## src/rtl/dltq_pkg.sv

```systemverilog
// Package for the delta-list timer queue: sizes, request codes, status codes.
// No dependencies.
`timescale 1ns / 1ps
package dltq_pkg;
   localparam int DEPTH      = 16;
   localparam int ID_BITS    = 8;
   localparam int DELAY_BITS = 16;
   localparam int AW = $clog2(DEPTH);
   localparam int CW = $clog2(DEPTH + 1);
   localparam int SW = DELAY_BITS + CW;
   localparam int WW = ID_BITS + DELAY_BITS;
   localparam int STAT_BITS = 4;

   localparam logic [1:0] REQ_INSERT = 2'd0;
   localparam logic [1:0] REQ_REMOVE = 2'd1;
   localparam logic [1:0] REQ_TICK   = 2'd2;
   localparam logic [1:0] REQ_POP    = 2'd3;

   localparam logic [STAT_BITS-1:0] ST_INSERTED = 4'd0;
   localparam logic [STAT_BITS-1:0] ST_ZERO     = 4'd1;
   localparam logic [STAT_BITS-1:0] ST_FULL     = 4'd2;
   localparam logic [STAT_BITS-1:0] ST_REMOVED  = 4'd3;
   localparam logic [STAT_BITS-1:0] ST_NOTFOUND = 4'd4;
   localparam logic [STAT_BITS-1:0] ST_EXPIRED  = 4'd5;
   localparam logic [STAT_BITS-1:0] ST_NONE     = 4'd6;
   localparam logic [STAT_BITS-1:0] ST_POPPED   = 4'd7;
   localparam logic [STAT_BITS-1:0] ST_EMPTY    = 4'd8;

   typedef logic [WW-1:0] word_type;
endpackage

```

## src/rtl/dltq_if.sv

```systemverilog
// Request and response channel interfaces, valid/ready handshake.
// Depends on dltq_pkg.
`timescale 1ns / 1ps
interface dltq_req_if;
   logic                            valid;
   logic                            ready;
   logic [1:0]                      req_type;
   logic [dltq_pkg::ID_BITS-1:0]    task_id;
   logic [dltq_pkg::DELAY_BITS-1:0] delay;
   modport source (output valid, req_type, task_id, delay, input ready);
   modport sink   (input valid, req_type, task_id, delay, output ready);
endinterface

interface dltq_rsp_if;
   logic                           valid;
   logic                           ready;
   logic [dltq_pkg::STAT_BITS-1:0] status;
   logic [dltq_pkg::ID_BITS-1:0]   out_task_id;
   logic                           last;
   modport source (output valid, status, out_task_id, last, input ready);
   modport sink   (input valid, status, out_task_id, last, output ready);
endinterface

```

## src/rtl/dltq_ram.sv

```systemverilog
// Generic single-write, single-read RAM with registered read data.
// No dependencies.
`timescale 1ns / 1ps
module dltq_ram #(
   parameter int WIDTH = 8,
   parameter int DEPTH = 16
) (
   input  logic                     clock,
   input  logic                     wr_en,
   input  logic [$clog2(DEPTH)-1:0] wr_addr,
   input  logic [WIDTH-1:0]         wr_data,
   input  logic [$clog2(DEPTH)-1:0] rd_addr,
   output logic [WIDTH-1:0]         rd_data
);
   logic [WIDTH-1:0] mem_ff [DEPTH];
   logic [WIDTH-1:0] rd_data_ff;

   always_ff @(posedge clock) begin
      if (wr_en) begin
         mem_ff[wr_addr] <= wr_data;
      end
      rd_data_ff <= mem_ff[rd_addr];
   end

   assign rd_data = rd_data_ff;
endmodule

```

## src/rtl/delta_list_timer_queue_unit.sv

```systemverilog
// Delta-list timer queue: sequencer around one entry RAM of {task, delta}.
// Depends on dltq_pkg, dltq_if, dltq_ram.
//
// channel   dir  payload                         transfer
// req_chan  in   req_type, task_id, delay        valid & ready
// rsp_chan  out  status, out_task_id, last       valid & ready
//
// Entry k sits at RAM address k; the single RAM read port sets the pace.
// Insert: scan, shift up, write the new entry, respond.
// Remove/pop: scan to the match, then shift down and respond.
// Tick: check the head and respond; each expired task adds a shift down and
// a step to the next head before its response.
// Reset is synchronous and empties the queue; a stalled response holds the sequencer.
`timescale 1ns / 1ps
module delta_list_timer_queue_unit (
   input logic         clock,
   input logic         reset,
   dltq_req_if.sink    req_chan,
   dltq_rsp_if.source  rsp_chan
);
   import dltq_pkg::*;

   localparam logic [3:0] S_IDLE  = 4'd0;
   localparam logic [3:0] S_SCAN  = 4'd1;
   localparam logic [3:0] S_SHUP  = 4'd2;
   localparam logic [3:0] S_WRNEW = 4'd3;
   localparam logic [3:0] S_SHDN  = 4'd4;
   localparam logic [3:0] S_TCHK  = 4'd5;
   localparam logic [3:0] S_TNEXT = 4'd6;
   localparam logic [3:0] S_EMIT  = 4'd7;

   localparam logic [CW-1:0] CNT_FULL = CW'(DEPTH);
   localparam logic [CW-1:0] CNT_ONE  = CW'(1);

   logic [3:0]            state_ff, state_in, ret_ff, ret_in;
   logic [1:0]            op_ff, op_in;
   logic [ID_BITS-1:0]    id_ff, id_in, pend_id_ff, pend_id_in;
   logic [DELAY_BITS-1:0] delay_ff, delay_in, newd_ff, newd_in;
   logic [DELAY_BITS-1:0] split_ff, split_in, d_ff, d_in;
   logic [CW-1:0]         cnt_ff, cnt_in, idx_ff, idx_in, pos_ff, pos_in;
   logic [CW-1:0]         rd_ff, rd_in, wr_ff, wr_in, left_ff, left_in;
   logic [SW-1:0]         sum_ff, sum_in;
   logic                  pend_ff, pend_in, sfirst_ff, sfirst_in, tfirst_ff, tfirst_in;
   logic [STAT_BITS-1:0]  em_status_ff, em_status_in, rsp_status_ff, rsp_status_in;
   logic [ID_BITS-1:0]    em_id_ff, em_id_in, rsp_id_ff, rsp_id_in;
   logic                  em_last_ff, em_last_in, rsp_last_ff, rsp_last_in;
   logic                  rsp_valid_ff, rsp_valid_in;

   logic                  wr_en;
   logic [AW-1:0]         wr_addr, rd_addr;
   word_type              wr_data, rd_data;
   logic [DELAY_BITS-1:0] rd_delta, dec;
   logic [ID_BITS-1:0]    rd_task;
   logic [SW-1:0]         scan_sum;
   logic                  scan_last, hit;

   dltq_ram #(.WIDTH(WW), .DEPTH(DEPTH)) u_ram (
      .clock   (clock),
      .wr_en   (wr_en),
      .wr_addr (wr_addr),
      .wr_data (wr_data),
      .rd_addr (rd_addr),
      .rd_data (rd_data)
   );

   assign rd_delta  = rd_data[DELAY_BITS-1:0];
   assign rd_task   = rd_data[WW-1:DELAY_BITS];
   assign dec       = rd_delta - DELAY_BITS'(rd_delta != '0);
   assign scan_sum  = sum_ff + SW'(rd_delta);
   assign scan_last = (idx_ff == cnt_ff - CNT_ONE);
   assign hit       = (op_ff == REQ_POP) || (rd_task == id_ff);

   assign req_chan.ready       = (state_ff == S_IDLE);
   assign rsp_chan.valid       = rsp_valid_ff;
   assign rsp_chan.status      = rsp_status_ff;
   assign rsp_chan.out_task_id = rsp_id_ff;
   assign rsp_chan.last        = rsp_last_ff;

   always_comb begin
      state_in = state_ff;  ret_in = ret_ff;  op_in = op_ff;
      id_in = id_ff;  pend_id_in = pend_id_ff;  delay_in = delay_ff;
      newd_in = newd_ff;  split_in = split_ff;  d_in = d_ff;
      cnt_in = cnt_ff;  idx_in = idx_ff;  pos_in = pos_ff;
      rd_in = rd_ff;  wr_in = wr_ff;  left_in = left_ff;  sum_in = sum_ff;
      pend_in = pend_ff;  sfirst_in = sfirst_ff;  tfirst_in = tfirst_ff;
      em_status_in = em_status_ff;  em_id_in = em_id_ff;  em_last_in = em_last_ff;
      rsp_status_in = rsp_status_ff;  rsp_id_in = rsp_id_ff;  rsp_last_in = rsp_last_ff;
      rsp_valid_in = rsp_valid_ff & ~rsp_chan.ready;
      wr_en = 1'b0;  wr_addr = '0;  wr_data = '0;  rd_addr = '0;

      case (state_ff)
         S_IDLE: begin
            if (req_chan.valid) begin
               op_in = req_chan.req_type;
               id_in = req_chan.task_id;
               delay_in = req_chan.delay;
               idx_in = '0;
               sum_in = '0;
               em_id_in = '0;
               em_last_in = 1'b1;
               ret_in = S_IDLE;
               state_in = S_SCAN;
               case (req_chan.req_type)
                  REQ_INSERT: begin
                     if (req_chan.delay == '0) begin
                        em_status_in = ST_ZERO;
                        state_in = S_EMIT;
                     end else if (cnt_ff == CNT_FULL) begin
                        em_status_in = ST_FULL;
                        state_in = S_EMIT;
                     end else if (cnt_ff == '0) begin
                        pos_in = '0;
                        newd_in = req_chan.delay;
                        state_in = S_WRNEW;
                     end
                  end
                  REQ_REMOVE: begin
                     if (cnt_ff == '0) begin
                        em_status_in = ST_NOTFOUND;
                        state_in = S_EMIT;
                     end
                  end
                  REQ_POP: begin
                     if (cnt_ff == '0) begin
                        em_status_in = ST_EMPTY;
                        state_in = S_EMIT;
                     end
                  end
                  default: begin
                     if (cnt_ff == '0) begin
                        em_status_in = ST_NONE;
                        state_in = S_EMIT;
                     end else begin
                        tfirst_in = 1'b1;
                        state_in = S_TCHK;
                     end
                  end
               endcase
            end
         end
         S_SCAN: begin
            rd_addr = AW'(idx_ff + CNT_ONE);
            idx_in = idx_ff + CNT_ONE;
            if (op_ff == REQ_INSERT) begin
               sum_in = scan_sum;
               if (SW'(delay_ff) <= scan_sum) begin
                  pos_in = idx_ff;
                  newd_in = delay_ff - sum_ff[DELAY_BITS-1:0];
                  split_in = scan_sum[DELAY_BITS-1:0] - delay_ff;
                  rd_in = cnt_ff - CNT_ONE;
                  left_in = cnt_ff - idx_ff;
                  pend_in = 1'b0;
                  state_in = S_SHUP;
               end else if (scan_last) begin
                  pos_in = cnt_ff;
                  newd_in = delay_ff - scan_sum[DELAY_BITS-1:0];
                  state_in = S_WRNEW;
               end
            end else begin
               if (hit) begin
                  em_status_in = (op_ff == REQ_POP) ? ST_POPPED : ST_REMOVED;
                  em_id_in = rd_task;
                  d_in = rd_delta;
                  rd_in = idx_ff + CNT_ONE;
                  left_in = cnt_ff - CNT_ONE - idx_ff;
                  sfirst_in = 1'b1;
                  pend_in = 1'b0;
                  state_in = S_SHDN;
               end else if (scan_last) begin
                  em_status_in = ST_NOTFOUND;
                  state_in = S_EMIT;
               end
            end
         end
         S_SHUP: begin
            if (pend_ff) begin
               wr_en = 1'b1;
               wr_addr = AW'(wr_ff);
               wr_data = (left_ff == '0) ? {rd_task, split_ff} : rd_data;
            end
            if (left_ff != '0) begin
               rd_addr = AW'(rd_ff);
               pend_in = 1'b1;
               wr_in = rd_ff + CNT_ONE;
               rd_in = rd_ff - CNT_ONE;
               left_in = left_ff - CNT_ONE;
            end else begin
               pend_in = 1'b0;
               if (!pend_ff) begin
                  state_in = S_WRNEW;
               end
            end
         end
         S_WRNEW: begin
            wr_en = 1'b1;
            wr_addr = AW'(pos_ff);
            wr_data = {id_ff, newd_ff};
            cnt_in = cnt_ff + CNT_ONE;
            em_status_in = ST_INSERTED;
            em_id_in = '0;
            em_last_in = 1'b1;
            ret_in = S_IDLE;
            state_in = S_EMIT;
         end
         S_SHDN: begin
            if (pend_ff) begin
               wr_en = 1'b1;
               wr_addr = AW'(wr_ff);
               wr_data = sfirst_ff ? {rd_task, rd_delta + d_ff} : rd_data;
               sfirst_in = 1'b0;
            end
            if (left_ff != '0) begin
               rd_addr = AW'(rd_ff);
               pend_in = 1'b1;
               wr_in = rd_ff - CNT_ONE;
               rd_in = rd_ff + CNT_ONE;
               left_in = left_ff - CNT_ONE;
            end else begin
               pend_in = 1'b0;
               if (!pend_ff) begin
                  cnt_in = cnt_ff - CNT_ONE;
                  state_in = (op_ff == REQ_TICK) ? S_TNEXT : S_EMIT;
               end
            end
         end
         S_TCHK: begin
            d_in = '0;
            rd_in = CNT_ONE;
            left_in = cnt_ff - CNT_ONE;
            sfirst_in = 1'b1;
            pend_in = 1'b0;
            ret_in = S_IDLE;
            if (tfirst_ff) begin
               if (dec != '0) begin
                  wr_en = 1'b1;
                  wr_data = {rd_task, dec};
                  em_status_in = ST_NONE;
                  em_id_in = '0;
                  em_last_in = 1'b1;
                  state_in = S_EMIT;
               end else begin
                  pend_id_in = rd_task;
                  state_in = S_SHDN;
               end
            end else begin
               em_status_in = ST_EXPIRED;
               em_id_in = pend_id_ff;
               state_in = S_EMIT;
               if (rd_delta == '0) begin
                  em_last_in = 1'b0;
                  pend_id_in = rd_task;
                  ret_in = S_SHDN;
               end else begin
                  em_last_in = 1'b1;
               end
            end
         end
         S_TNEXT: begin
            tfirst_in = 1'b0;
            if (cnt_ff == '0) begin
               em_status_in = ST_EXPIRED;
               em_id_in = pend_id_ff;
               em_last_in = 1'b1;
               ret_in = S_IDLE;
               state_in = S_EMIT;
            end else begin
               state_in = S_TCHK;
            end
         end
         S_EMIT: begin
            if (!rsp_valid_ff || rsp_chan.ready) begin
               rsp_valid_in = 1'b1;
               rsp_status_in = em_status_ff;
               rsp_id_in = em_id_ff;
               rsp_last_in = em_last_ff;
               state_in = ret_ff;
            end
         end
         default: begin
            state_in = S_IDLE;
         end
      endcase
   end

   always_ff @(posedge clock) begin
      if (reset) begin
         state_ff <= S_IDLE;
         cnt_ff <= '0;
         rsp_valid_ff <= 1'b0;
      end else begin
         state_ff <= state_in;
         cnt_ff <= cnt_in;
         rsp_valid_ff <= rsp_valid_in;
      end
   end

   always_ff @(posedge clock) begin
      ret_ff <= ret_in;  op_ff <= op_in;  id_ff <= id_in;  pend_id_ff <= pend_id_in;
      delay_ff <= delay_in;  newd_ff <= newd_in;  split_ff <= split_in;  d_ff <= d_in;
      idx_ff <= idx_in;  pos_ff <= pos_in;  rd_ff <= rd_in;  wr_ff <= wr_in;
      left_ff <= left_in;  sum_ff <= sum_in;  pend_ff <= pend_in;
      sfirst_ff <= sfirst_in;  tfirst_ff <= tfirst_in;
      em_status_ff <= em_status_in;  em_id_ff <= em_id_in;  em_last_ff <= em_last_in;
      rsp_status_ff <= rsp_status_in;  rsp_id_ff <= rsp_id_in;  rsp_last_ff <= rsp_last_in;
   end

`ifndef SYNTHESIS
   a_cnt_bound: assert property (@(posedge clock) disable iff (reset)
      cnt_ff <= CNT_FULL) else $error("entry count above depth");
   a_idle_count: assert property (@(posedge clock) disable iff (reset)
      (state_ff == S_IDLE && !req_chan.valid) |=> $stable(cnt_ff))
      else $error("entry count moved while idle");
   a_insert_grows: assert property (@(posedge clock) disable iff (reset)
      (state_ff == S_WRNEW) |=> (cnt_ff == $past(cnt_ff) + CNT_ONE))
      else $error("insert did not grow the queue");
`endif
endmodule
```

## src/flat_wrapper.sv

```systemverilog
// flat-port wrapper written by rule: the top's interface ports become plain ports
module delta_list_timer_queue_unit_flat import dltq_pkg::*;
  (clock, reset, req_chan_valid, req_chan_req_type, req_chan_task_id, req_chan_delay, req_chan_ready, rsp_chan_valid, rsp_chan_status, rsp_chan_out_task_id, rsp_chan_last, rsp_chan_ready);
  dltq_req_if req_chan_i ();
  dltq_rsp_if rsp_chan_i ();
  input logic clock;
  input logic reset;
  input wire logic [$bits(req_chan_i.valid)-1:0] req_chan_valid;
  input wire logic [$bits(req_chan_i.req_type)-1:0] req_chan_req_type;
  input wire logic [$bits(req_chan_i.task_id)-1:0] req_chan_task_id;
  input wire logic [$bits(req_chan_i.delay)-1:0] req_chan_delay;
  output wire logic [$bits(req_chan_i.ready)-1:0] req_chan_ready;
  output wire logic [$bits(rsp_chan_i.valid)-1:0] rsp_chan_valid;
  output wire logic [$bits(rsp_chan_i.status)-1:0] rsp_chan_status;
  output wire logic [$bits(rsp_chan_i.out_task_id)-1:0] rsp_chan_out_task_id;
  output wire logic [$bits(rsp_chan_i.last)-1:0] rsp_chan_last;
  input wire logic [$bits(rsp_chan_i.ready)-1:0] rsp_chan_ready;
  assign req_chan_i.valid = req_chan_valid;
  assign req_chan_i.req_type = req_chan_req_type;
  assign req_chan_i.task_id = req_chan_task_id;
  assign req_chan_i.delay = req_chan_delay;
  assign req_chan_ready = req_chan_i.ready;
  assign rsp_chan_valid = rsp_chan_i.valid;
  assign rsp_chan_status = rsp_chan_i.status;
  assign rsp_chan_out_task_id = rsp_chan_i.out_task_id;
  assign rsp_chan_last = rsp_chan_i.last;
  assign rsp_chan_i.ready = rsp_chan_ready;
  delta_list_timer_queue_unit u_core (.clock(clock), .reset(reset), .req_chan(req_chan_i), .rsp_chan(rsp_chan_i));
endmodule
```

## config.mk

```make
export PLATFORM = sky130hd
export DESIGN_NAME = delta_list_timer_queue_unit_flat
export DESIGN_NICKNAME = d
export VERILOG_FILES = /design/src/rtl/dltq_pkg.sv /design/src/rtl/dltq_if.sv /design/src/rtl/dltq_ram.sv /design/src/rtl/delta_list_timer_queue_unit.sv /design/src/flat_wrapper.sv
export SDC_FILE = /design/constraint.sdc
export NUM_CORES = 1
export LEC_CHECK = 0
export BUFFER_PORTS_ARGS = -buffer_cell sky130_fd_sc_hd__buf_2
export CAP_MARGIN = 20
export CORE_AREA = 5 5 251 253
export CTS_BUF_LIST = sky130_fd_sc_hd__clkbuf_2 sky130_fd_sc_hd__clkbuf_4 sky130_fd_sc_hd__clkbuf_8
export CTS_CLUSTER_SIZE = 30
export DETAILED_ROUTE_END_ITERATION = 10
export DIE_AREA = 0 0 256 258
export PLACE_DENSITY_LB_ADDON = 0.15
export SYNTH_ARGS = -nofsm -noshare
export SYNTH_HDL_FRONTEND = slang
export SYNTH_HIERARCHICAL = 1
export SYNTH_SLANG_ARGS = --single-unit
```

## constraint.sdc

```tcl
create_clock -name clock -period 10.05 [get_ports clock]
set_clock_uncertainty 0.05 [all_clocks]
set_input_delay 2.5125 -clock clock [delete_from_list [all_inputs] [get_ports clock]]
set_output_delay 2.5125 -clock clock [all_outputs]
set_load 0.02 [all_outputs]
```

Word level (Yosys, flattened, before mapping)

Memories as Yosys holds them, arrays and structs flattened. A register that Yosys moved wholly into a read port is not among the register bits.
Index checks and enable logic that the tools add are counted.

Bits in registers: 169
Memories kept: 1
RAM bits: 384
Input bits: 30
Output and inout bits: 15
Logic and storage cells: 267

Mux-type cells: 130
Bitwise gates (word level): 2
Eq/ne operators: 46
$lt $le $gt $ge: 1
Reduce and logical (&&, ||, !) cells: 47
Add/sub/neg operators: 14

Memories:

| memory              | depth | bits a word | read ports | clocked after memory_dff | wr ports | RTL line       | source |
|---|---|---|---|---|---|---|---|
| u_core.u_ram.mem_ff | 16    | 24          | 1          | 1                        | 1        | dltq_ram.sv:15 | `logic [WIDTH-1:0] mem_ff [DEPTH];` |

Operators by type and width:

| cell               | count |
|---|---|
| $mux 16            | 12 |
| $mux 4             | 38 |
| $mux 24            | 4 |
| $pmux 24 s4        | 1 |
| $mux 8             | 9 |
| $pmux 16 s2        | 2 |
| $mux 5             | 12 |
| $sub 16x16->16     | 3 |
| $mux 21            | 2 |
| $pmux 21 s2        | 1 |
| $pmux 4 s2         | 5 |
| $pmux 8 s5         | 1 |
| $logic_not 16->1   | 2 |
| $pmux 4 s8         | 1 |
| $reduce_bool 16->1 | 2 |
| $reduce_and 3->1   | 8 |
| $mux 1             | 23 |
| $ne 2x2->1 const B | 11 |
| $add 21x16->21     | 1 |
| $le 16x21->1       | 1 |
| $ne 2x1->1 const B | 10 |
| $pmux 4 s5         | 1 |
| $pmux 5 s2         | 2 |
| $pmux 5 s4         | 1 |
| 46 further kinds   | 87 |

Longest topological paths before layout

Gate-level depths: netlist of run 1.

Depth after elaboration: 8
Mapped depth: 34
Gate-level depth less buffers: 31

Modules after synthesis

Netlist of run 1, hierarchy kept.

Modules (own cells, without submodules):

| module                      | cells each | instances | sequential area each (µm²) | area an instance (µm²) |
|---|---|---|---|---|
| dltq_ram                    | 636        | 1         | 12011.5                    | 14930.6 |
| delta_list_timer_queue_unit | 1259       | 1         | 4834.6                     | 11984.0 |

Least setup slack after synthesis of run 1

OpenSTA, ideal clock, no wires.

Path type: register -> register
From: register u_core.sum_ff[4]
To: register u_core.newd_ff[15] (data pin)
Arrival: 5.621 ns
Cell stages (with the launch flop): 28
Path slack: 4.099 ns
Setup time: 0.280 ns
Data required time: 9.720 ns
Cells stage by stage: edfxtp_1 > ha_1 > a2111oi_4 > o31ai_2 > and3_1 > o22ai_2 > o21ai_1 > xnor2_1 > ha_1 > a21oi_1 > o311ai_0 > a21oi_1 > o2111ai_2 > o2111ai_4 > buf_2 > buf_2 > a21oi_1 > ha_1 > o21ai_0 > a21oi_1 > o211ai_1 > and3_1 > o31a_1 > o21ai_0 > xnor2_1 > nand3_1 > a21oi_1 > a311oi_1

Cells in the longest elaborated chain, start to end: 6
Elaborated cells on any way between the ends: 8
Those cells by class: add/sub: 3; order compare: 1; mux: 4

RTL lines:

| element                | RTL line                           | source |
|---|---|---|
| from (decl)            | delta_list_timer_queue_unit.sv:42  | `logic [SW-1:0] sum_ff, sum_in;` |
| from (signal assigned) | delta_list_timer_queue_unit.sv:301 | `left_ff <= left_in; sum_ff <= sum_in; pend_ff <= pend_in;` |
| $add 21x16->21         | delta_list_timer_queue_unit.sv:69  | `assign scan_sum = sum_ff + SW'(rd_delta);` |
| $sub 16x16->16         | delta_list_timer_queue_unit.sv:156 | `newd_in = delay_ff - scan_sum[DELAY_BITS-1:0];` |
| $mux 16                | delta_list_timer_queue_unit.sv:154 | `end else if (scan_last) begin` |
| $mux 16 *              | delta_list_timer_queue_unit.sv:146 | `if (SW'(delay_ff) <= scan_sum) begin` |
| $mux 16 *              | delta_list_timer_queue_unit.sv:144 | `if (op_ff == REQ_INSERT) begin` |
| $pmux 16 s2 *          | delta_list_timer_queue_unit.sv:91  | `case (state_ff)` |
| net u_core.newd_in[15] | delta_list_timer_queue_unit.sv:38  | `logic [DELAY_BITS-1:0] delay_ff, delay_in, newd_ff, newd_in;` |
| to (signal assigned)   | delta_list_timer_queue_unit.sv:299 | `delay_ff <= delay_in; newd_ff <= newd_in; split_ff <= split_in; d_ff <= d_in;` |
| to (decl)              | delta_list_timer_queue_unit.sv:38  |  |

Mark *: on every way through the listed nets, which the timed path passes. The rest lies on a longest branch. The select of a mux whose other input is x is not followed.
A chain may end at the register's enable or synchronous reset.

Worst setup path in the final report of run 1

From: register u_core.u_ram.rd_data_ff[4], in the netlist u_core/u_ram/rd_data[4], read port of u_core.u_ram.mem_ff
To: register u_core.newd_ff[15] (data pin)

Cells in the longest elaborated chain, start to end: 6
Elaborated cells on any way between the ends: 7
Those cells by class: add/sub: 2; order compare: 1; mux: 4

RTL lines:

| element                | RTL line                           | source |
|---|---|---|
| from (decl)            | dltq_ram.sv:16                     | `logic [WIDTH-1:0] rd_data_ff;` |
| $add 21x16->21 *       | delta_list_timer_queue_unit.sv:69  |  |
| $sub 16x16->16         | delta_list_timer_queue_unit.sv:156 |  |
| $mux 16                | delta_list_timer_queue_unit.sv:154 |  |
| $mux 16 *              | delta_list_timer_queue_unit.sv:146 |  |
| $mux 16 *              | delta_list_timer_queue_unit.sv:144 |  |
| $pmux 16 s2 *          | delta_list_timer_queue_unit.sv:91  |  |
| net u_core.newd_in[15] | delta_list_timer_queue_unit.sv:38  |  |

Marks and branches as above.

==> results of run 1 <==
## placed cells by master (no fill, tap or decap), drive strengths merged, types with 20 or more instances in the layout
master	instances
edfxtp	539
nor2	154
clkbuf	151
nand2	115
ha	98
a21oi	97
mux4	96
buf	90
inv	83
o21ai	64
a22oi	59
xnor2	55
xor2	46
nand3	36
dfxtp	33
mux2i	28
and2	28
nor3	27
a22o	20
## kinds of logic (layout without fill, tap and decap cells)
group | count (synthesis) | in the layout | share of synthesized area
DFF | 572 | 572 | 0.6259
and+or+nand+nor | 463 | 463 | 0.08159
AOI/OAI and AO/OA | 366 | 366 | 0.09298
buffers and inverters | 163 | 341 | 0.02506
muxes | 126 | 126 | 0.09158
adders and majority gates | 104 | 104 | 0.05002
xor gates and xnor gates | 101 | 101 | 0.03287
other | 0 | 1 | 0
## layout make-up
cell class | instances | area [um2] | share of cell area
diodes | 1 | 2.502 | 0.00008260
clock buffers | 151 | 1803 | 0.05952
clock inverters | 24 | 183.9 | 0.006071
inverters | 76 | 285.3 | 0.009417
multi-input cells | 1160 | 9570 | 0.3159
flip-flops and latches | 572 | 16850 | 0.5561
well taps | 790 | 988.4 | 0.03263
repair buffers | 90 | 614.3 | 0.02028
## stage by stage
step	cells	utilization
after CTS	2852	0.4963
after floorplan	1895	-
after global routing	2864	0.4983
final	2864	0.4983
after detailed placement	2677	0.4636
after global placement	2675	0.4633
## layer usage
layer | GRT usage | share of wire | vias to the layer above
met5 | 0 | 0 | -
li1 | - | - | 7522
met3 | 0.03138 | 0.053 | 85
met1 | 0.2814 | 0.45 | 8334
met2 | 0.3299 | 0.48 | 436
met4 | 0.05742 | 0.020 | 0
## sequential cells by signal, summed over array words and instances, names as in the netlist, 5 cells and up
register                     flops
u_core/u_ram/mem_ff            384
u_core/u_ram/rd_data            24
u_core/sum_ff                   21
u_core/d_ff                     16
u_core/delay_ff                 16
u_core/newd_ff                  16
u_core/split_ff                 16
u_core/em_id_ff                  8
u_core/id_ff                     8
u_core/pend_id_ff                8
u_core/rsp_chan.out_task_id      8
u_core/cnt_ff                    5
u_core/idx_ff                    5
u_core/left_ff                   5
## worst paths after layout
kind / from / end / slack [ns] / depth (start not counted)
hold / removal: u_core/em_status_ff[2] / u_core/rsp_chan.status[2] / 0.37 / 0
setup reg to reg: u_core/u_ram/rd_data[4] / u_core/newd_ff[15] / 2.97 / 27
hold reg to reg: u_core/em_status_ff[2] / u_core/rsp_chan.status[2] / 0.37 / 0
setup / recovery: u_core/u_ram/rd_data[4] / u_core/newd_ff[15] / 2.97 / 27
## critical path: cells and delay by family (launching register included)
kind / cells / cell delay (ns)
AOI/OAI and AO/OA: 16 / 3.49
adders and majority gates: 3 / 1.01
and+or+nand+nor: 4 / 0.63
xor gates and xnor gates: 2 / 0.58
DFF: 1 / 0.54
buffers and inverters: 2 / 0.51
## power by group
part           total (mW)  internal (mW)  switching, mW
Combinational        5.26           2.04           3.22
Clock                2.12           1.17          0.945
Sequential           3.66           3.34          0.323
==> impl_metrics.env, run 1 <==
export IMPL_outcome="finished clean"
export IMPL_cts_sinks=572
export IMPL_grt_first_pass_wirelength_um=101600
export IMPL_cts_repair_resize_count=0
export IMPL_netlist_cell_type_count=79
export IMPL_core_area_mm2=0.06080
export IMPL_fillers=5274
export IMPL_pwr_density_cell_mw_per_mm2=364.4
export IMPL_placement_setup_worst_slack_ns=2.986
export IMPL_wl_per_cell_um=23.61
export IMPL_yosys_warnings=6
export IMPL_hold_fix_buffers_cts=0
export IMPL_rsz0062_at_grt="false"
export IMPL_cts_root_to_sink_buffers=3
export IMPL_vias_per_cell=5.718
export IMPL_grt_max_degree=97
export IMPL_max_clock_freq_mhz=141.2
export IMPL_hold_ws_ns=0.3747
export IMPL_drtPass1Iterations=7
export IMPL_netlist_top_cells_area="sky130_fd_sc_hd__edfxtp_1 60%, sky130_fd_sc_hd__mux4_2 8.0%, sky130_fd_sc_hd__ha_1 4.6%"
export IMPL_dpl_instance_area_mm2=0.02819
export IMPL_floorplan_die_area_mm2=0.06605
export IMPL_ys_dominant_reg_cell="sky130_fd_sc_hd__edfxtp_1"
export IMPL_max_slew_margin=0.2489
export IMPL_static_leakage_power_nw=10.71
export IMPL_netlist_instances=1895
export IMPL_critical_path_endpoint_type="flip-flop"
export IMPL_std_cell_rows=91
export IMPL_power_after_layout_mw=11.04
export IMPL_num_io_pins=45
export IMPL_synth_area_mm2=0.02691
export IMPL_dp_hpwl_um=42320
export IMPL_detail_route_drc_violations=0
export IMPL_first_global_vias=16520
export IMPL_timing_max_transition_violations_final=0
export IMPL_synth_top_cell_area_share=0.6014
export IMPL_ys_ff_latch=572
export IMPL_h_tree_depth=3
export IMPL_holdCritPathClass="flip-flop to flip-flop"
export IMPL_critPathMaxStageDelay_ns=0.54
export IMPL_finalHoldViolations=0
export IMPL_initial_utilization=0.4427
export IMPL_cts_root_buf="sky130_fd_sc_hd__clkbuf_8"
export IMPL_tightestPinTransition_ns=1.125
export IMPL_grt_antenna_before_repair=1
export IMPL_fp_dieW_um=256
export IMPL_synthMostInstantiatedCell="sky130_fd_sc_hd__edfxtp_1"
export IMPL_postSynthAreaPerCell_um2=14.20
export IMPL_buffer_ports_inserted=44
export IMPL_number_of_buffers_inserted_during_clock_tree_synthesis=96
export IMPL_overflow=0
export IMPL_synth_async_sr_flop_share=0
export IMPL_design_final_nets=2130
export IMPL_postRouteAntennaNets=0
export IMPL_worst_skew_pair_late_latency_ns=0.70
export IMPL_die_height_um=258
export IMPL_cts_reportedPaths_clkPinSlew_ns=0.07
export IMPL_setup_viol=0
export IMPL_critPathRequiredTime_ns=10.42
export IMPL_vias=16380
export IMPL_synth_edff_count=539
export IMPL_gr_usage_all_layers=0.2010
export IMPL_setup_worst_path_class="flip-flop to flip-flop"
export IMPL_timing_critical_path_fanout_max=42
export IMPL_cell_mode_on_critical_path="sky130_fd_sc_hd__a21oi_1"
export IMPL_worstSetupStartpointType="flip-flop"
export IMPL_drt_total_wl_um=67630
export IMPL_last_weighted_congestion_value_of_the_routability_driven_placer=0.8712
export IMPL_max_vdd_ir_drop_v=0.0002290
export IMPL_data_arrival_critical_path_ns=7.45
export IMPL_fin_setup_tns_ns=0
export IMPL_worst_path_max_delay_cell="sky130_fd_sc_hd__dfxtp_1"
export IMPL_final_setup_worst_slack_ns=2.969
export IMPL_synth_yosys_seq_area_share=0.6259
export IMPL_min_period_ns=7.081
export IMPL_drtIter0Drc=1207
export IMPL_cts_post_setup_buffers_inserted=0
export IMPL_syn_num_nets=2029
export IMPL_min_period_over_period=0.7046
export IMPL_area_growth_pct=12.56
export IMPL_library_cell_occupying_the_most_area_in_the_post_synthesis_netlist="sky130_fd_sc_hd__edfxtp_1"
export IMPL_cts_tree="built"
export IMPL_ratio_of_cells_with_drive_above_1_in_the_final_layout=0.1944
export IMPL_max_cap_violations=0
export IMPL_netlist_top_cells_count="539 x sky130_fd_sc_hd__edfxtp_1, 154 x sky130_fd_sc_hd__nor2_1, 114 x sky130_fd_sc_hd__nand2_1, 98 x sky130_fd_sc_hd__ha_1"
export IMPL_design_area_mm2=0.03029
(Power assumes the default switching activity.)
==> inputs of run 2 (changes only) <==
==> constraint.sdc (replaced) <==
create_clock -name clock -period 7.3 [get_ports clock]
set_clock_uncertainty 0.05 [all_clocks]
set_input_delay 1.825 -clock clock [delete_from_list [all_inputs] [get_ports clock]]
set_output_delay 1.825 -clock clock [all_outputs]
set_load 0.02 [all_outputs]
==> impl_metrics.env, run 2 (same netlist as run 1, synthesis figures left out) <==
export IMPL_number_of_buffers_inserted_during_clock_tree_synthesis=97
export IMPL_final_common_cell="sky130_fd_sc_hd__edfxtp_1"
export IMPL_gr_usage_all_layers=0.2055
export IMPL_worst_path_max_delay_cell="sky130_fd_sc_hd__dfxtp_1"
export IMPL_finish_cell_count_without_fillers=2877
export IMPL_area_growth_pct=13.28
export IMPL_grt_antenna_before_repair=1
export IMPL_vias_per_cell=5.759
export IMPL_outcome="finished clean"
export IMPL_cts_reportedPaths_clkPinSlew_ns=0.06
export IMPL_worstSetupStartpointType="flip-flop"
export IMPL_placedCellCount=2686
export IMPL_max_vdd_ir_drop_v=0.0002743
export IMPL_wl_per_cell_um=23.84
export IMPL_initial_utilization=0.4427
export IMPL_placement_setup_worst_slack_ns=0.4326
export IMPL_setup_viol=0
export IMPL_die_height_um=258
export IMPL_h_tree_depth=3
export IMPL_critical_path_endpoint_type="flip-flop"
export IMPL_min_period_ns=6.836
export IMPL_final_setup_worst_slack_ns=0.4635
export IMPL_holdCritPathClass="flip-flop to flip-flop"
export IMPL_worst_skew_pair_late_latency_ns=0.69
export IMPL_fillers=5201
export IMPL_drtIter0Drc=1573
export IMPL_hold_fix_buffers_cts=0
export IMPL_largest_register_ffs=384
export IMPL_ratio_of_cells_with_drive_above_1_in_the_final_layout=0.2004
export IMPL_buffer_ports_inserted=44
export IMPL_drtPass1Iterations=5
export IMPL_dp_hpwl_um=43820
export IMPL_data_arrival_critical_path_ns=7.19
export IMPL_commonest_cells_after_routing_fill_and_taps_aside="539 x sky130_fd_sc_hd__edfxtp_1, 141 x sky130_fd_sc_hd__nor2_1, 113 x sky130_fd_sc_hd__nand2_1"
export IMPL_cts_sinks=572
export IMPL_cts_root_to_sink_buffers=3
export IMPL_num_io_pins=45
export IMPL_overflow=0
export IMPL_last_weighted_congestion_value_of_the_routability_driven_placer=0.8770
export IMPL_max_slew_margin=0.2946
export IMPL_drt_total_wl_um=68580
export IMPL_share_of_the_core_filled_with_cells_in_the_final_layout=0.5015
export IMPL_grt_first_pass_wirelength_um=104300
export IMPL_first_global_vias=16820
export IMPL_detail_route_drc_violations=0
export IMPL_timing_max_transition_violations_final=0
export IMPL_core_area_mm2=0.06080
export IMPL_postRouteAntennaNets=0
export IMPL_power_after_layout_mw=15.23
export IMPL_pwr_density_cell_mw_per_mm2=499.4
export IMPL_design_final_nets=2140
export IMPL_critPathMaxStageDelay_ns=0.51
export IMPL_max_clock_freq_mhz=146.3
export IMPL_cts_post_setup_buffers_inserted=0
export IMPL_setup_worst_path_class="flip-flop to flip-flop"
export IMPL_cell_mode_on_critical_path="sky130_fd_sc_hd__a21oi_1"
export IMPL_cts_root_buf="sky130_fd_sc_hd__clkbuf_8"
export IMPL_tightestPinTransition_ns=1.056
export IMPL_floorplan_die_area_mm2=0.06605
export IMPL_min_period_over_period=0.9365
export IMPL_grt_max_degree=90
export IMPL_timing_critical_path_fanout_max=18
export IMPL_fp_dieW_um=256
export IMPL_cts_tree="built"
export IMPL_rsz0062_at_grt="false"
export IMPL_finalHoldViolations=0
export IMPL_static_leakage_power_nw=10.81
export IMPL_critPathRequiredTime_ns=7.65
export IMPL_std_cell_rows=91
export IMPL_fin_setup_tns_ns=0
export IMPL_max_flop_register="u_core/u_ram/mem_ff"
export IMPL_max_cap_violations=0
export IMPL_vias=16570
-- run 2: cell count changes in the layout (fill, tap and decap cells not counted), sizes merged --
cell and change:
inv -3, clkinvlp +1, clkinv +7, buf +8
-- run 2: repair_timing --
action,in CTS,in global routing
gates resized for setup,0,2
setup endpoints to repair,0,5
endpoints found under the hold margin,0,0
-- run 2: final timing paths --
kind                           start                        endpoint  slack (ns)  cells after the start
min               u_core/em_id_ff[7]  u_core/rsp_chan.out_task_id[7]        0.37                      0
min reg2reg       u_core/em_id_ff[7]  u_core/rsp_chan.out_task_id[7]        0.37                      0
max reg2reg  u_core/u_ram/rd_data[4]              u_core/newd_ff[15]        0.46                     26
max          u_core/u_ram/rd_data[4]              u_core/newd_ff[15]        0.46                     26
-- run 2: area by class of cell --
cell class              count  area, um2  share of cell area
well taps                 790      988.4             0.03242
inverters                  76      285.3            0.009357
repair buffers             99      753.2             0.02470
clock buffers             150       1814             0.05950
clock inverters            29      214.0            0.007017
diodes                      1      2.502          0.00008207
flip-flops and latches    572      16850              0.5525
multi-input cells        1160       9585              0.3144
-- run 2: critical path, delay by kind of cell, from the launching register on --
kind | cells | cell delay, ns
flops | 1 | 0.51
compound gates | 16 | 3.84
xor+xnor | 2 | 0.47
buf+inv | 1 | 0.06
fa+ha+maj | 3 | 0.98
simple gates | 4 | 0.61
-- run 2: metal layers --
| metal | routed length, um | track usage |
|---|---|---|
| met5 | 0 | 0 |
| met4 | 1434 | 0.05652 |
| met3 | 3917 | 0.03295 |
| met2 | 32880 | 0.3341 |
| met1 | 30350 | 0.2910 |
-- run 2: through the flow --
step,area (um2),hold slack [ns]
after floorplan,26910,0.3503
after global placement,28210,0.3571
after detailed placement,28350,0.3563
after CTS,30380,0.3674
after global routing,30490,0.3750
final,30490,0.3660
-- run 2: report_power, final --
group	total [mW]	switching, mW	internal, mW
Sequential	5.03	0.431	4.60
Combinational	7.25	4.41	2.83
Clock	2.95	1.32	1.63
==> inputs of run 3 (changes only) <==
--- a/config.mk
+++ b/config.mk
@@ -8,11 +8,12 @@
 export BUFFER_PORTS_ARGS = -buffer_cell sky130_fd_sc_hd__buf_2
 export CAP_MARGIN = 20
 export CORE_AREA = 5 5 251 253
-export CTS_BUF_LIST = sky130_fd_sc_hd__clkbuf_2 sky130_fd_sc_hd__clkbuf_4 sky130_fd_sc_hd__clkbuf_8
+export CTS_BUF_LIST = sky130_fd_sc_hd__clkbuf_8
 export CTS_CLUSTER_SIZE = 30
 export DETAILED_ROUTE_END_ITERATION = 10
 export DIE_AREA = 0 0 256 258
 export PLACE_DENSITY_LB_ADDON = 0.15
+export REMOVE_ABC_BUFFERS = 1
 export SYNTH_ARGS = -nofsm -noshare
 export SYNTH_HDL_FRONTEND = slang
 export SYNTH_HIERARCHICAL = 1
==> impl_metrics.env, run 3 (same netlist as run 1, synthesis figures left out) <==
export IMPL_max_slew_margin=0.2292
export IMPL_final_common_cell="sky130_fd_sc_hd__edfxtp_1"
export IMPL_drt_total_wl_um=67770
export IMPL_cts_root_buf="sky130_fd_sc_hd__clkbuf_8"
export IMPL_cts_repair_resize_count=0
export IMPL_num_io_pins=45
export IMPL_cts_tree="built"
export IMPL_holdCritPathClass="flip-flop to flip-flop"
export IMPL_data_arrival_critical_path_ns=7.26
export IMPL_pwr_density_cell_mw_per_mm2=492.5
export IMPL_fp_dieW_um=256
export IMPL_destination_of_the_critical_timing_path="u_core/newd_ff[15]"
export IMPL_hold_fix_buffers_cts=0
export IMPL_number_of_buffers_inserted_during_clock_tree_synthesis=97
export IMPL_crit_reg2reg_capture="u_core/newd_ff[15]"
export IMPL_grt_first_pass_wirelength_um=101900
export IMPL_min_period_ns=6.871
export IMPL_power_after_layout_mw=14.86
export IMPL_commonest_cells_after_routing_fill_and_taps_aside="539 x sky130_fd_sc_hd__edfxtp_1, 141 x sky130_fd_sc_hd__nor2_1, 113 x sky130_fd_sc_hd__inv_1, 113 x sky130_fd_sc_hd__nand2_1, 107 x sky130_fd_sc_hd__clkbuf_8"
export IMPL_grt_antenna_before_repair=5
export IMPL_std_cell_rows=91
export IMPL_gr_usage_all_layers=0.2009
export IMPL_postRouteAntennaNets=0
export IMPL_grt_max_degree=64
export IMPL_max_cap_violations=0
export IMPL_worst_path_max_delay_cell="sky130_fd_sc_hd__ha_1"
export IMPL_worst_r2r_startpoint="u_core/sum_ff[0]"
export IMPL_ratio_of_cells_with_drive_above_1_in_the_final_layout=0.1762
export IMPL_h_tree_depth=3
export IMPL_critPathMaxStageDelay_ns=0.47
export IMPL_worst_skew_pair_late_latency_ns=0.71
export IMPL_critical_path_endpoint_type="flip-flop"
export IMPL_die_height_um=258
export IMPL_last_weighted_congestion_value_of_the_routability_driven_placer=0.9079
export IMPL_share_of_the_core_filled_with_cells_in_the_final_layout=0.4964
export IMPL_cts_root_to_sink_buffers=3
export IMPL_tightestPinTransition_ns=1.154
export IMPL_min_period_over_period=0.9413
export IMPL_drtIter0Drc=1394
export IMPL_timing_critical_path_fanout_max=27
export IMPL_setup_worst_path_class="flip-flop to flip-flop"
export IMPL_vias=16510
export IMPL_rsz0062_at_grt="false"
export IMPL_buffer_ports_inserted=44
export IMPL_outcome="finished clean"
export IMPL_wl_per_cell_um=23.58
export IMPL_first_global_vias=16660
export IMPL_worstSetupStartpointType="flip-flop"
export IMPL_area_growth_pct=12.13
export IMPL_design_final_nets=2139
export IMPL_max_flop_register="u_core/u_ram/mem_ff"
export IMPL_drtPass1Iterations=5
export IMPL_floorplan_die_area_mm2=0.06605
export IMPL_cts_post_setup_buffers_inserted=0
export IMPL_static_leakage_power_nw=10.77
export IMPL_max_clock_freq_mhz=145.5
export IMPL_finalHoldViolations=0
export IMPL_timing_max_transition_violations_final=0
export IMPL_critPathRequiredTime_ns=7.69
export IMPL_detail_route_drc_violations=0
export IMPL_reg2reg_slack_ns=0.43
export IMPL_worst_r2r_path_depth=29
export IMPL_cts_sinks=572
export IMPL_cell_mode_on_critical_path="sky130_fd_sc_hd__a21oi_1"
export IMPL_initial_utilization=0.4427
export IMPL_core_area_mm2=0.06080
export IMPL_overflow=0
export IMPL_dp_hpwl_um=42700
export IMPL_timing_critical_path_from="u_core/sum_ff[0]"
export IMPL_setup_viol=0
export IMPL_max_vdd_ir_drop_v=0.0002586
export IMPL_vias_per_cell=5.743
export IMPL_cts_reportedPaths_clkPinSlew_ns=0.06
export IMPL_largest_register_ffs=384
run 3: cell types whose count changed in the layout (fill, tap and decap cells not counted), moves of 2 or more:
cell                       change
sky130_fd_sc_hd__buf_16        -3
sky130_fd_sc_hd__clkinv_1      +7
sky130_fd_sc_hd__clkbuf_4     -40
sky130_fd_sc_hd__inv_1        +37
sky130_fd_sc_hd__buf_4         +2
sky130_fd_sc_hd__buf_12        -2
sky130_fd_sc_hd__o311ai_1      +2
sky130_fd_sc_hd__o311ai_2      -2
sky130_fd_sc_hd__clkbuf_8      -4
sky130_fd_sc_hd__clkinv_2      -3
run 3: per-layer routing:
| layer | up-vias | part of all wire | GRT usage |
|---|---|---|---|
| met5 | - | 0.00016 | 0 |
| met4 | 2 | 0.024 | 0.05922 |
| met3 | 119 | 0.058 | 0.03696 |
| met2 | 463 | 0.47 | 0.3226 |
| met1 | 8384 | 0.45 | 0.2832 |
| li1 | 7537 | - | - |
run 3: stage by stage:
| step | TNS, ns | setup slack, ns | area (um2) | std cells | hold WS [ns] |
|---|---|---|---|---|---|
| floorplan | -91.77 | -3.824 | 26530 | 1808 | 0.3503 |
| global placement | 0 | 0.7641 | 28240 | 2684 | 0.3509 |
| detailed placement | 0 | 0.5429 | 28250 | 2686 | 0.3593 |
| CTS | 0 | 0.5336 | 30100 | 2863 | 0.3646 |
| global route | 0 | 0.01977 | 30180 | 2874 | 0.3748 |
| finish | 0 | 0.4287 | 30180 | 2874 | 0.3620 |
run 3: report_power, final:
group | total [mW] | switching, mW | leakage, nW | internal [mW]
Sequential | 5.01 | 0.408 | 5.27 | 4.60
Combinational | 7.13 | 4.27 | 4.41 | 2.86
Clock | 2.73 | 1.30 | 1.08 | 1.42
run 3: worst min-delay path by stage:
stage | startpoint | endpoint | slack (ns) | cells past startpoint
2_1_floorplan | u_core/em_last_ff | u_core/rsp_chan.last | 0.35 | 0
3_3_place_gp | u_core/em_status_ff[1] | u_core/rsp_chan.status[1] | 0.35 | 0
3_5_place_dp | u_core/em_id_ff[3] | u_core/rsp_chan.out_task_id[3] | 0.36 | 0
4_1_cts | u_core/em_id_ff[3] | u_core/rsp_chan.out_task_id[3] | 0.36 | 0
5_1_grt | u_core/em_id_ff[5] | u_core/rsp_chan.out_task_id[5] | 0.37 | 0
6_report | u_core/em_id_ff[3] | u_core/rsp_chan.out_task_id[3] | 0.36 | 0
run 3: worst max-delay path: cells and delay by family, from the launching register on:
kind	cells	cell delay, ns
buf+inv	1	0.06
fa+ha+maj	4	1.42
simple gates	7	0.96
compound gates	15	3.35
xor+xnor	2	0.37
flops	1	0.40
run 3: cell type report:
| class | instances | area (um2) |
|---|---|---|
| Fill cell | 5268 | 30620 |
| Sequential cell | 572 | 16850 |
| Multi-Input combinational cell | 1160 | 9555 |
| Clock buffer | 107 | 1473 |
| Tap cell | 790 | 988.4 |
| Timing Repair Buffer | 98 | 660.6 |
| Clock inverter | 70 | 369.1 |
| Inverter | 76 | 285.3 |
| Antenna cell | 1 | 2.502 |
